### src/pwmmd_pkg.sv
package pwmmd_pkg;

  localparam int TIME_WIDTH = 32;
  localparam int STEP_WIDTH = 16;
  localparam int DUTY_WIDTH = STEP_WIDTH + 1;
  localparam int PROD_WIDTH = TIME_WIDTH + STEP_WIDTH;
  localparam int CNT_WIDTH = $clog2(PROD_WIDTH);
  localparam int CFG_IDX_WIDTH = 2;

  localparam logic [CFG_IDX_WIDTH-1:0] REG_PERIOD = CFG_IDX_WIDTH'(0);
  localparam logic [CFG_IDX_WIDTH-1:0] REG_DUTY_MIN = CFG_IDX_WIDTH'(1);
  localparam logic [CFG_IDX_WIDTH-1:0] REG_DUTY_MAX = CFG_IDX_WIDTH'(2);
  localparam logic [CFG_IDX_WIDTH-1:0] REG_RESOLUTION = CFG_IDX_WIDTH'(3);

  localparam logic [TIME_WIDTH-1:0] PERIOD_RESET = TIME_WIDTH'(1000);
  localparam logic [TIME_WIDTH-1:0] DUTY_MIN_RESET = TIME_WIDTH'(0);
  localparam logic [TIME_WIDTH-1:0] DUTY_MAX_RESET = TIME_WIDTH'(1000);
  localparam logic [STEP_WIDTH-1:0] RESOLUTION_RESET = STEP_WIDTH'(100);

  localparam logic MODE_TICK = 1'b0;
  localparam logic MODE_SET_DUTY = 1'b1;

  typedef struct packed {
    logic tick;
    logic capture;
    logic mult;
    logic div_step;
    logic commit;
    logic out_load;
  } pwmmd_cmd_t;

  typedef struct packed {
    logic div_done;
  } pwmmd_sts_t;

endpackage

### src/pwmmd_in_if.sv
interface pwmmd_in_if;
  import pwmmd_pkg::*;

  logic valid;
  logic ready;
  logic mode;
  logic signed [DUTY_WIDTH-1:0] duty;

  modport source (output valid, output mode, output duty, input ready);
  modport sink (input valid, input mode, input duty, output ready);
endinterface

### src/pwmmd_out_if.sv
interface pwmmd_out_if;
  logic valid;
  logic ready;
  logic level;
  logic config_ok;

  modport source (output valid, output level, output config_ok, input ready);
  modport sink (input valid, input level, input config_ok, output ready);
endinterface

### src/pwm_generator_min_max_duty.sv
// PWM generator whose high time is scaled between a minimum and a maximum.
// Words enter on in_if: mode 0 is one tick, mode 1 sets a new duty value.
// Every input word returns exactly one word on out_if, carrying the PWM level
// after that word and the config_ok flag for the current registers.
// Registers are written through cfg_we_i, cfg_idx_i and cfg_wdata_i; the user must
// write them only while the block is idle, which the block itself does not enforce.
// A tick word is answered in the cycle after it is accepted, and a tick can be
// accepted in every cycle while the output is taken, so ticks run at one
// per cycle.
// A set-duty word is answered after these steps: the duty is clamped and captured,
// the span times duty product is formed, the 48-bit product is divided by the
// resolution bit-serially, the delays are updated and the output is loaded once
// the output is free. No word is accepted during that time.
// Reset gives the idle level, a zero count, zero delays and the register
// defaults. When the receiver stalls, the pending word holds on out_if and
// one further word is not accepted until it has been taken.
module pwm_generator_min_max_duty (
  input  logic                                clk_i,
  input  logic                                rst_ni,
  input  logic                                cfg_we_i,
  input  logic [pwmmd_pkg::CFG_IDX_WIDTH-1:0] cfg_idx_i,
  input  logic [pwmmd_pkg::TIME_WIDTH-1:0]    cfg_wdata_i,
  pwmmd_in_if.sink                            in_if,
  pwmmd_out_if.source                         out_if
);
  import pwmmd_pkg::*;

  pwmmd_cmd_t cmd;
  pwmmd_sts_t sts;

  pwmmd_ctrl u_ctrl (
    .clk_i       (clk_i),
    .rst_ni      (rst_ni),
    .in_valid_i  (in_if.valid),
    .in_mode_i   (in_if.mode),
    .in_ready_o  (in_if.ready),
    .out_valid_o (out_if.valid),
    .out_ready_i (out_if.ready),
    .sts_i       (sts),
    .cmd_o       (cmd)
  );

  pwmmd_dp u_dp (
    .clk_i       (clk_i),
    .rst_ni      (rst_ni),
    .cfg_we_i    (cfg_we_i),
    .cfg_idx_i   (cfg_idx_i),
    .cfg_wdata_i (cfg_wdata_i),
    .duty_i      (in_if.duty),
    .cmd_i       (cmd),
    .sts_o       (sts),
    .level_o     (out_if.level),
    .config_ok_o (out_if.config_ok)
  );

endmodule

### src/pwmmd_ctrl.sv
module pwmmd_ctrl (
  input  logic                   clk_i,
  input  logic                   rst_ni,
  input  logic                   in_valid_i,
  input  logic                   in_mode_i,
  output logic                   in_ready_o,
  output logic                   out_valid_o,
  input  logic                   out_ready_i,
  input  pwmmd_pkg::pwmmd_sts_t  sts_i,
  output pwmmd_pkg::pwmmd_cmd_t  cmd_o
);
  import pwmmd_pkg::*;

  localparam logic [2:0] ST_IDLE = 3'd0;
  localparam logic [2:0] ST_MUL = 3'd1;
  localparam logic [2:0] ST_DIV = 3'd2;
  localparam logic [2:0] ST_FIN = 3'd3;
  localparam logic [2:0] ST_OUT = 3'd4;

  logic [2:0] state_q, state_d;
  logic       out_valid_q, out_valid_d;
  logic       out_free;
  logic       accept;

  assign out_free = !out_valid_q || out_ready_i;
  assign in_ready_o = (state_q == ST_IDLE) && out_free;
  assign accept = in_valid_i && in_ready_o;
  assign out_valid_o = out_valid_q;

  always_comb begin
    state_d = state_q;
    cmd_o = '0;
    out_valid_d = out_valid_q && !out_ready_i;
    case (state_q)
      ST_IDLE: begin
        if (accept) begin
          if (in_mode_i == MODE_SET_DUTY) begin
            cmd_o.capture = 1'b1;
            state_d = ST_MUL;
          end else begin
            cmd_o.tick = 1'b1;
            out_valid_d = 1'b1;
          end
        end
      end
      ST_MUL: begin
        cmd_o.mult = 1'b1;
        state_d = ST_DIV;
      end
      ST_DIV: begin
        cmd_o.div_step = 1'b1;
        if (sts_i.div_done) begin
          state_d = ST_FIN;
        end
      end
      ST_FIN: begin
        cmd_o.commit = 1'b1;
        state_d = ST_OUT;
      end
      ST_OUT: begin
        if (out_free) begin
          cmd_o.out_load = 1'b1;
          out_valid_d = 1'b1;
          state_d = ST_IDLE;
        end
      end
      default: begin
        state_d = ST_IDLE;
      end
    endcase
  end

  always_ff @(posedge clk_i or negedge rst_ni) begin
    if (!rst_ni) begin
      state_q <= ST_IDLE;
      out_valid_q <= 1'b0;
    end else begin
      state_q <= state_d;
      out_valid_q <= out_valid_d;
    end
  end

endmodule

### src/pwmmd_dp.sv
module pwmmd_dp (
  input  logic                                  clk_i,
  input  logic                                  rst_ni,
  input  logic                                  cfg_we_i,
  input  logic [pwmmd_pkg::CFG_IDX_WIDTH-1:0]   cfg_idx_i,
  input  logic [pwmmd_pkg::TIME_WIDTH-1:0]      cfg_wdata_i,
  input  logic signed [pwmmd_pkg::DUTY_WIDTH-1:0] duty_i,
  input  pwmmd_pkg::pwmmd_cmd_t                 cmd_i,
  output pwmmd_pkg::pwmmd_sts_t                 sts_o,
  output logic                                  level_o,
  output logic                                  config_ok_o
);
  import pwmmd_pkg::*;

  logic [TIME_WIDTH-1:0] period_q, duty_min_q, duty_max_q;
  logic [STEP_WIDTH-1:0] res_q;
  logic                  phase_q, phase_d;
  logic [TIME_WIDTH-1:0] ticks_q, ticks_d;
  logic [TIME_WIDTH-1:0] high_q, low_q, high_d, low_d;
  logic [STEP_WIDTH-1:0] duty_q, duty_clamp;
  logic [PROD_WIDTH-1:0] num_q, prod;
  logic [STEP_WIDTH-1:0] rem_q;
  logic [CNT_WIDTH-1:0]  cnt_q;
  logic [STEP_WIDTH:0]   trial;
  logic                  qbit;
  logic [TIME_WIDTH-1:0] span, term;
  logic                  cfg_ok;
  logic                  level_q, config_ok_q;

  always_ff @(posedge clk_i or negedge rst_ni) begin
    if (!rst_ni) begin
      period_q <= PERIOD_RESET;
      duty_min_q <= DUTY_MIN_RESET;
      duty_max_q <= DUTY_MAX_RESET;
      res_q <= RESOLUTION_RESET;
    end else if (cfg_we_i) begin
      case (cfg_idx_i)
        REG_PERIOD: period_q <= cfg_wdata_i;
        REG_DUTY_MIN: duty_min_q <= cfg_wdata_i;
        REG_DUTY_MAX: duty_max_q <= cfg_wdata_i;
        REG_RESOLUTION: res_q <= cfg_wdata_i[STEP_WIDTH-1:0];
        default: ;
      endcase
    end
  end

  assign cfg_ok = (res_q != '0) && (period_q != '0) &&
                  (duty_max_q <= period_q) && (duty_min_q < duty_max_q);

  always_comb begin
    if (duty_i[DUTY_WIDTH-1]) begin
      duty_clamp = '0;
    end else if (duty_i[STEP_WIDTH-1:0] > res_q) begin
      duty_clamp = res_q;
    end else begin
      duty_clamp = duty_i[STEP_WIDTH-1:0];
    end
  end

  assign span = (duty_max_q > duty_min_q) ? (duty_max_q - duty_min_q) : '0;
  assign prod = PROD_WIDTH'(span) * PROD_WIDTH'(duty_q);

  assign trial = {rem_q, num_q[PROD_WIDTH-1]};
  assign qbit = (trial >= {1'b0, res_q});
  assign sts_o.div_done = (cnt_q == CNT_WIDTH'(PROD_WIDTH - 1));

  assign term = (res_q == '0) ? '0 : num_q[TIME_WIDTH-1:0];
  assign high_d = duty_min_q + term;
  assign low_d = (period_q > high_d) ? (period_q - high_d) : '0;

  always_comb begin
    if (ticks_q == '0) begin
      phase_d = !phase_q;
      ticks_d = phase_d ? high_q : low_q;
    end else begin
      phase_d = phase_q;
      ticks_d = ticks_q - TIME_WIDTH'(1);
    end
  end

  always_ff @(posedge clk_i) begin
    if (cmd_i.capture) begin
      duty_q <= duty_clamp;
    end
    if (cmd_i.mult) begin
      num_q <= prod;
      rem_q <= '0;
    end else if (cmd_i.div_step) begin
      num_q <= {num_q[PROD_WIDTH-2:0], qbit};
      rem_q <= qbit ? STEP_WIDTH'(trial - {1'b0, res_q}) : trial[STEP_WIDTH-1:0];
    end
  end

  always_ff @(posedge clk_i or negedge rst_ni) begin
    if (!rst_ni) begin
      cnt_q <= '0;
      phase_q <= 1'b0;
      ticks_q <= '0;
      high_q <= '0;
      low_q <= '0;
      level_q <= 1'b0;
      config_ok_q <= 1'b0;
    end else begin
      if (cmd_i.mult) begin
        cnt_q <= '0;
      end else if (cmd_i.div_step) begin
        cnt_q <= cnt_q + CNT_WIDTH'(1);
      end
      if (cmd_i.commit) begin
        high_q <= high_d;
        low_q <= low_d;
      end
      if (cmd_i.tick) begin
        phase_q <= phase_d;
        ticks_q <= ticks_d;
        level_q <= phase_d;
        config_ok_q <= cfg_ok;
      end else if (cmd_i.out_load) begin
        level_q <= phase_q;
        config_ok_q <= cfg_ok;
      end
    end
  end

  assign level_o = level_q;
  assign config_ok_o = config_ok_q;

endmodule

### src/flat_wrapper.sv
// flat-port wrapper written by rule: the top's interface ports become plain ports
module pwm_generator_min_max_duty_flat import pwmmd_pkg::*;
  (clk_i, rst_ni, cfg_we_i, cfg_idx_i, cfg_wdata_i, in_if_valid, in_if_mode, in_if_duty, in_if_ready, out_if_valid, out_if_level, out_if_config_ok, out_if_ready);
  pwmmd_in_if in_if_i ();
  pwmmd_out_if out_if_i ();
  input  logic clk_i;
  input  logic rst_ni;
  input  logic cfg_we_i;
  input  logic [pwmmd_pkg::CFG_IDX_WIDTH-1:0] cfg_idx_i;
  input  logic [pwmmd_pkg::TIME_WIDTH-1:0] cfg_wdata_i;
  input wire logic [$bits(in_if_i.valid)-1:0] in_if_valid;
  input wire logic [$bits(in_if_i.mode)-1:0] in_if_mode;
  input wire logic [$bits(in_if_i.duty)-1:0] in_if_duty;
  output wire logic [$bits(in_if_i.ready)-1:0] in_if_ready;
  output wire logic [$bits(out_if_i.valid)-1:0] out_if_valid;
  output wire logic [$bits(out_if_i.level)-1:0] out_if_level;
  output wire logic [$bits(out_if_i.config_ok)-1:0] out_if_config_ok;
  input wire logic [$bits(out_if_i.ready)-1:0] out_if_ready;
  assign in_if_i.valid = in_if_valid;
  assign in_if_i.mode = in_if_mode;
  assign in_if_i.duty = in_if_duty;
  assign in_if_ready = in_if_i.ready;
  assign out_if_valid = out_if_i.valid;
  assign out_if_level = out_if_i.level;
  assign out_if_config_ok = out_if_i.config_ok;
  assign out_if_i.ready = out_if_ready;
  pwm_generator_min_max_duty u_core (.clk_i(clk_i), .rst_ni(rst_ni), .cfg_we_i(cfg_we_i), .cfg_idx_i(cfg_idx_i), .cfg_wdata_i(cfg_wdata_i), .in_if(in_if_i), .out_if(out_if_i));
endmodule
### config.mk
export PLATFORM = sky130hd
export DESIGN_NAME = pwm_generator_min_max_duty_flat
export DESIGN_NICKNAME = d
export VERILOG_FILES = /design/src/pwmmd_pkg.sv /design/src/pwmmd_in_if.sv /design/src/pwmmd_out_if.sv /design/src/pwm_generator_min_max_duty.sv /design/src/pwmmd_ctrl.sv /design/src/pwmmd_dp.sv /design/src/flat_wrapper.sv
export SDC_FILE = /design/constraint.sdc
export NUM_CORES = 2
export LEC_CHECK = 0
export BUFFER_PORTS_ARGS = -buffer_cell sky130_fd_sc_hd__buf_2
export CAP_MARGIN = 15
export CORE_ASPECT_RATIO = 0.5
export CORE_UTILIZATION = 65
export DETAILED_ROUTE_END_ITERATION = 10
export GPL_TIMING_DRIVEN = 0
export PLACE_DENSITY = 0.85
export REMOVE_ABC_BUFFERS = 1
export SETUP_SLACK_MARGIN = 0.3
export SLEW_MARGIN = 25
export SYNTH_ARGS = -nofsm -noshare
export SYNTH_HDL_FRONTEND = slang
export SYNTH_SLANG_ARGS = --single-unit
### constraint.sdc
create_clock -name clk_i -period 10.4 [get_ports clk_i]
set_input_delay 1.56 -clock clk_i [delete_from_list [all_inputs] [get_ports clk_i]]
set_output_delay 1.56 -clock clk_i [all_outputs]
set_load 0.05 [all_outputs]
# Word level (Yosys, flattened, before mapping)
# Index checks and enable logic that the tools add are counted.
[op_classes]
n_addsub = 6
n_mul = 1
n_lt_le_gt_ge = 6
n_eq_ne = 12
n_mux = 34
n_reduce_logical = 23
[op_table]
columns = ["op", "n"]
rows = [
  ["32-bit two-way mux", 5],
  ["48-bit two-way mux", 2],
  ["32-bit > comparator", 2],
  ["32-bit subtractor", 2],
  ["32-bit by 16-bit multiplier with 48-bit output", 1],
  ["32-bit adder", 1],
  ["32-bit less-or-equal comparator", 1],
  ["32-bit logical NOT", 1],
  ["32-bit less-than comparator", 1],
  ["16-bit two-way mux", 2],
  ["32-bit nonzero test", 1],
  ["32-bit by 1-bit subtractor with 32-bit output (second input constant)", 1],
  ["17-bit by 16-bit >= comparator with 1-bit output", 1],
  ["16-bit > comparator", 1],
  ["16-bit logical NOT", 1],
  ["16-bit nonzero test", 1],
  ["16-bit subtractor", 1],
  ["1-bit two-way mux", 15],
  ["3-bit one-hot mux with 5 select lines", 1],
  ["3-bit two-way mux", 4],
  ["6-bit two-way mux", 2],
  ["2-bit AND reduction", 4],
  ["6-bit by 1-bit adder with 6-bit output (second input constant)", 1],
  ["3-bit by 2-bit equality test with 1-bit output (second input constant)", 2],
  ["16 further kinds", 28],
]
[totals]
register_bits = 301
in_bits = 57
out_inout_bits = 4
wordCells = 98

# Longest topological paths before layout
[depth]
depth_word = 7
mapped_depth = 39
depth_no_buf = 36

# Hierarchy
# From an unflattened synthesis, not the netlist that was laid out.
[hier_totals]
cells_unflattened = 4003
area_unflattened_um2 = 36493.8
[by_module_without_submodules]
columns = ["module", "n_inst", "cells_each", "area_per_inst_um2", "seq_area_each_um2"]
rows = [
  ["pwmmd_dp", 1, 3979, 36262.3, 7691.1],
  ["pwmmd_ctrl", 1, 24, 231.5, 100.1],
]

# Least setup slack after synthesis
# No wires, ideal clock.
[synth_timing]
kind = "register to register"
startpoint = "register u_core.u_dp.duty_max_q[0]"
endpoint = "register u_core.u_dp.num_q[47], data pin"
arrival_time_ns = 8.485
required_time_ns = 10.140
path_slack_ns = 1.655
path_stages_with_launch = 35
n_path_buf = 0
synth_period_minus_slack_ns = 8.745
cell_sequence = "dfrtp_1 > inv_1 > ha_1 > inv_1 > fa_1 > a21o_1 > a21oi_1 > o21ai_1 > o2111ai_1 > a31o_1 > o31a_1 > nor2_1 > or3_1 > xor2_1 > nand2_1 > fa_1 > fa_1 > fa_1 > inv_1 > fa_1 > fa_1 > inv_1 > fa_1 > inv_1 > ha_1 > and3_1 > nand3_1 > a2111oi_0 > nand2_1 > o21ai_0 > o21a_1 > a311oi_1 > a21oi_1 > xnor2_1 > mux2_2"
[synth_via]
elab_chain_len = 4
elab_cells_between_ends = 5
[synth_lines]
columns = ["item", "line_no", "rtl"]
rows = [
  ["from (decl)", "pwmmd_dp.sv:15", "logic [TIME_WIDTH-1:0] period_q, duty_min_q, duty_max_q;"],
  ["from (signal assigned)", "pwmmd_dp.sv:40", "REG_DUTY_MAX: duty_max_q <= cfg_wdata_i;"],
  ["32-bit subtractor or 32-bit > comparator (tied branches)", "pwmmd_dp.sv:60", "assign span = (duty_max_q > duty_min_q) ? (duty_max_q - duty_min_q) : '0;"],
  ["32-bit two-way mux *", "pwmmd_dp.sv:60", ""],
  ["32-bit by 16-bit multiplier with 48-bit output *", "pwmmd_dp.sv:61", "assign prod = PROD_WIDTH'(span) * PROD_WIDTH'(duty_q);"],
  ["48-bit two-way mux *", "pwmmd_dp.sv:85", "if (cmd_i.mult) begin"],
  ["to (signal assigned)", "pwmmd_dp.sv:86", "num_q <= prod;"],
  ["to (signal assigned)", "pwmmd_dp.sv:89", "num_q <= {num_q[PROD_WIDTH-2:0], qbit};"],
  ["to (decl)", "pwmmd_dp.sv:21", "logic [PROD_WIDTH-1:0] num_q, prod;"],
]
# Mark *: on every way between the ends. The rest lies on a longest branch, timed or not.
# A chain may end at the register's enable or synchronous reset.

# Worst setup path after layout
[layout_timing]
startpoint = "register u_core.u_dp.duty_min_q[20]"
endpoint = "register u_core.u_dp.num_q[40], data pin"
[layout_via]
elab_chain_len = 4
elab_cells_between_ends = 5
[layout_lines]
columns = ["item", "line_no", "rtl"]
rows = [
  ["from (decl)", "pwmmd_dp.sv:15", ""],
  ["from (signal assigned)", "pwmmd_dp.sv:39", "REG_DUTY_MIN: duty_min_q <= cfg_wdata_i;"],
  ["32-bit subtractor or 32-bit > comparator (tied branches)", "pwmmd_dp.sv:60", ""],
  ["32-bit two-way mux *", "pwmmd_dp.sv:60", ""],
  ["32-bit by 16-bit multiplier with 48-bit output *", "pwmmd_dp.sv:61", ""],
  ["48-bit two-way mux *", "pwmmd_dp.sv:85", ""],
]
# Marked as above.

==> out/qor.yml <==
timing:
  fin_hold_ws_ns: 0.479
  tightestPinTransition_ns: 1.13
  timing.final.crit_share_pct: 94.7
  slew_violations: 0
  timing.max_slew.rel_slack_pct: 24.7
  setup_violations: 0
  finalCriticalPeriod_ns: 9.85
  max_clock_freq_mhz: 102
  skew_ns: 0.0183
  hold_viol: 0
  grt_setup_unrepaired: "no"
  post-route-worst-setup-slack_ns: 0.550
place:
  post-place-cells: 4677
  place_worst_setup_slack_ns: -0.321
  place_hpwl_um: 78200
  postPlaceCellArea_um2: 37200
  io_buffer_count: 60
  gpl.final_weighted_congestion: 0.971
logic_synthesis:
  synth_seq_area_share_pct: 21.7
  synth_area_leader_cell: "sky130_fd_sc_hd__fa_1"
  netlist_instances: 4010
  avgSynthCellArea_um2: 8.96
  synth.top_cells.by_area: "sky130_fd_sc_hd__fa_1 24%, sky130_fd_sc_hd__dfrtp_1 14%, sky130_fd_sc_hd__ha_1 9.8%"
  synthDominantCellAreaShare_pct: 23.5
  synth_ff_type: "sky130_fd_sc_hd__dfrtp_1"
  synth.cell_area_um2: 35900
  synthesis.yosys.warnings: 0
  synthDistinctLibCells: 80
  synth_commonest_cells: "574 x sky130_fd_sc_hd__inv_1, 531 x sky130_fd_sc_hd__nand2_1, 422 x sky130_fd_sc_hd__fa_1, 282 x sky130_fd_sc_hd__ha_1, 208 x sky130_fd_sc_hd__o21ai_0"
  synth_most_common_cell: "sky130_fd_sc_hd__inv_1"
  synth-async-reset-ratio_pct: 73.4
  yosys_register_bits: 301
  synth_enable_flop_cells: 64
floorplanning:
  rows: 60
  ioPinCount: 61
  core_footprint_um2: 54200
  die-area_um2: 56300
  initial_utilization_pct: 66.3
  floorplan.die.height_um: 168
  fp.dieW_um: 335
route:
  vias: 30000
  route.final.wire_length_um: 100000
  drt_first_iter_violations: 3040
  final_antenna_net_count: 0
  drc: 0
  routedWlPerCell_um: 21.1
  first_pass_iters: 6
  vias_per_cell: 6.32
clock_tree:
  clock_path_buffers: 3
  hold_buffers: 0
  cts_tree: "yes"
  htreeDepth: 1
  cts.sinks: 301
  cts_root_buf: "sky130_fd_sc_hd__clkbuf_16"
  worst_skew_pair.late_latency_ns: 0.59
  numCtsBuffers: 30
  clkTransAtPathRegs_ns: 0.06
global_route:
  via_count_of_the_first_global_routing_pass: 30100
  grt_use_total_pct: 36.0
  maximum_number_of_pins_on_one_net_before_global_route_repair: 99
  grt_first_pass_wirelength_um: 159000
  antenna_found_initial: 2
  grt_overflow_total: 0
critical_path:
  rrSetupSlack_ns: 0.55
  worst-path-max-fanout: 16
  critical_path.max_stage_delay_ns: 0.67
  crit_path_frequent_cell: "sky130_fd_sc_hd__fa_1"
  timing.critical_path.to: "u_core.u_dp.num_q[40]"
  worst_setup_path_end_kind: "flip-flop"
  required_ns: 10.73
  worstPathArrival_ns: 10.18
  critical_path.reg2reg.startpoint: "u_core.u_dp.duty_min_q[20]"
  worst_setup_sp: "u_core.u_dp.duty_min_q[20]"
  critical_path.slowest_cell: "sky130_fd_sc_hd__a2111oi_1"
  worst_r2r_endpoint: "u_core.u_dp.num_q[40]"
  cp-start-kind: "flip-flop"
  depth_of_the_worst_register_to_register_path: 31
  critical_path_class: "reg2reg"
finish:
  nets: 4739
  stdcell_count: 4748
  area_growth_syn_to_layout_pct: 7.33
  combined_flip_flop_and_latch_cell_area_um2: 7790
  multiInputGateArea_um2: 25700
  final_layout_size_suffix_gt1_share_pct: 8.72
  post-route-cell-area_um2: 38600
  fillerInstances: 3885
flow_run:
  timing.max_cap.violations: 0
min_path:
  hold_path_class: "reg2reg"
run_status:
  outcome: "complete, no violations"
critical path, delay by kind of cell (launching register included):
family                     cells  cell delay (ns)
adders and majority gates      8             3.48
AOI/OAI and AO/OA             11             3.19
xor gates and xnor gates       1             0.16
buffers and inverters          5             0.62
DFF                            1             0.46
and+or+nand+nor                6             1.65
cells by family (layout without fill, tap and decap cells):
logic type | count (synthesis) | after routing | share of synthesized area [%]
and+or+nand+nor | 1242 | 1242 | 16.5
buffers and inverters | 753 | 745 | 7.92
AOI/OAI and AO/OA | 739 | 739 | 13.1
adders and majority gates | 704 | 704 | 33.3
DFF | 301 | 301 | 21.7
muxes | 142 | 142 | 4.28
xor gates and xnor gates | 129 | 129 | 3.14
other | 0 | 2 | 0
sequential cells by signal (all words and copies together) (netlist names):
signal	cells
u_core.u_dp.num_q	48
u_core.u_dp.duty_max_q	32
u_core.u_dp.duty_min_q	32
u_core.u_dp.high_q	32
u_core.u_dp.low_q	32
u_core.u_dp.period_q	32
u_core.u_dp.ticks_q	32
u_core.u_dp.duty_q	16
u_core.u_dp.rem_q	16
u_core.u_dp.res_q	16
u_core.u_dp.cnt_q	6
u_core.u_ctrl.state_q	3
u_core.u_ctrl.out_valid_o	1
u_core.u_dp.config_ok_o	1
u_core.u_dp.level_o	1
u_core.u_dp.phase_q	1
stage by stage:
stage | utilization, % | TNS, ns
3_5_place_dp | 68.6 | -1.34
2_1_floorplan | - | 0
6_report | 71.2 | 0
5_1_grt | 71.2 | 0
4_1_cts | 70.8 | 0
3_3_place_gp | 67.3 | -141.77
cells in the final DEF (no fill, tap or decap), types with 48 or more instances in the layout:
cell,Yosys,final
sky130_fd_sc_hd__xnor2_1,79,69
sky130_fd_sc_hd__nor2_1,176,165
sky130_fd_sc_hd__nand2_1,531,529
sky130_fd_sc_hd__dfrtp_1,206,205
sky130_fd_sc_hd__mux2i_1,50,50
sky130_fd_sc_hd__a21o_1,75,75
sky130_fd_sc_hd__mux2_2,92,92
sky130_fd_sc_hd__ha_1,282,280
sky130_fd_sc_hd__nand3_1,71,69
sky130_fd_sc_hd__inv_1,574,573
sky130_fd_sc_hd__fa_1,422,422
sky130_fd_sc_hd__o21ai_0,208,207
sky130_fd_sc_hd__xor2_1,50,48
sky130_fd_sc_hd__buf_2,16,61
sky130_fd_sc_hd__and2_1,204,202
sky130_fd_sc_hd__a21oi_1,174,171
sky130_fd_sc_hd__edfxtp_1,64,64
worst min path at each step:
stage                                      start                      to  depth (start not counted)
final                     u_core.u_dp.high_q[16]  u_core.u_dp.high_q[16]                          2
after global routing        u_core.u_dp.cnt_q[5]    u_core.u_dp.cnt_q[5]                          1
after CTS                   u_core.u_dp.cnt_q[5]    u_core.u_dp.cnt_q[5]                          1
after detailed placement  u_core.u_dp.high_q[16]  u_core.u_dp.high_q[16]                          2
after global placement      u_core.u_dp.cnt_q[5]    u_core.u_dp.cnt_q[5]                          1
after floorplan             u_core.u_dp.cnt_q[5]    u_core.u_dp.cnt_q[5]                          1
per-layer routing:
layer / track usage (%) / vias up / share of wire, %
li1: - / 13200 / -
met1: 47.4 / 14700 / 38
met2: 57.6 / 1722 / 45
met3: 7.06 / 356 / 11
met4: 17.2 / 0 / 5.2
met5: 0 / - / 0
final cells by class:
cell class              instances  area share, %
multi-input cells            2956           66.7
flip-flops and latches        301           20.2
inverters                     574           5.59
well taps                     744           2.41
repair buffers                115           2.37
clock buffers                  39           2.19
clock inverters                17          0.509
diodes                          2         0.0130
timing repair:
item,CTS,global route
gates resized for setup,17,30
endpoints found under the hold margin,0,0
setup endpoints to repair,18,17
pin swaps,2,7
buffers inserted,3,10
Power is left out: the tool's default activity adds up to more than one toggle a clock period on the data nets, which glitch-free logic cannot reach.
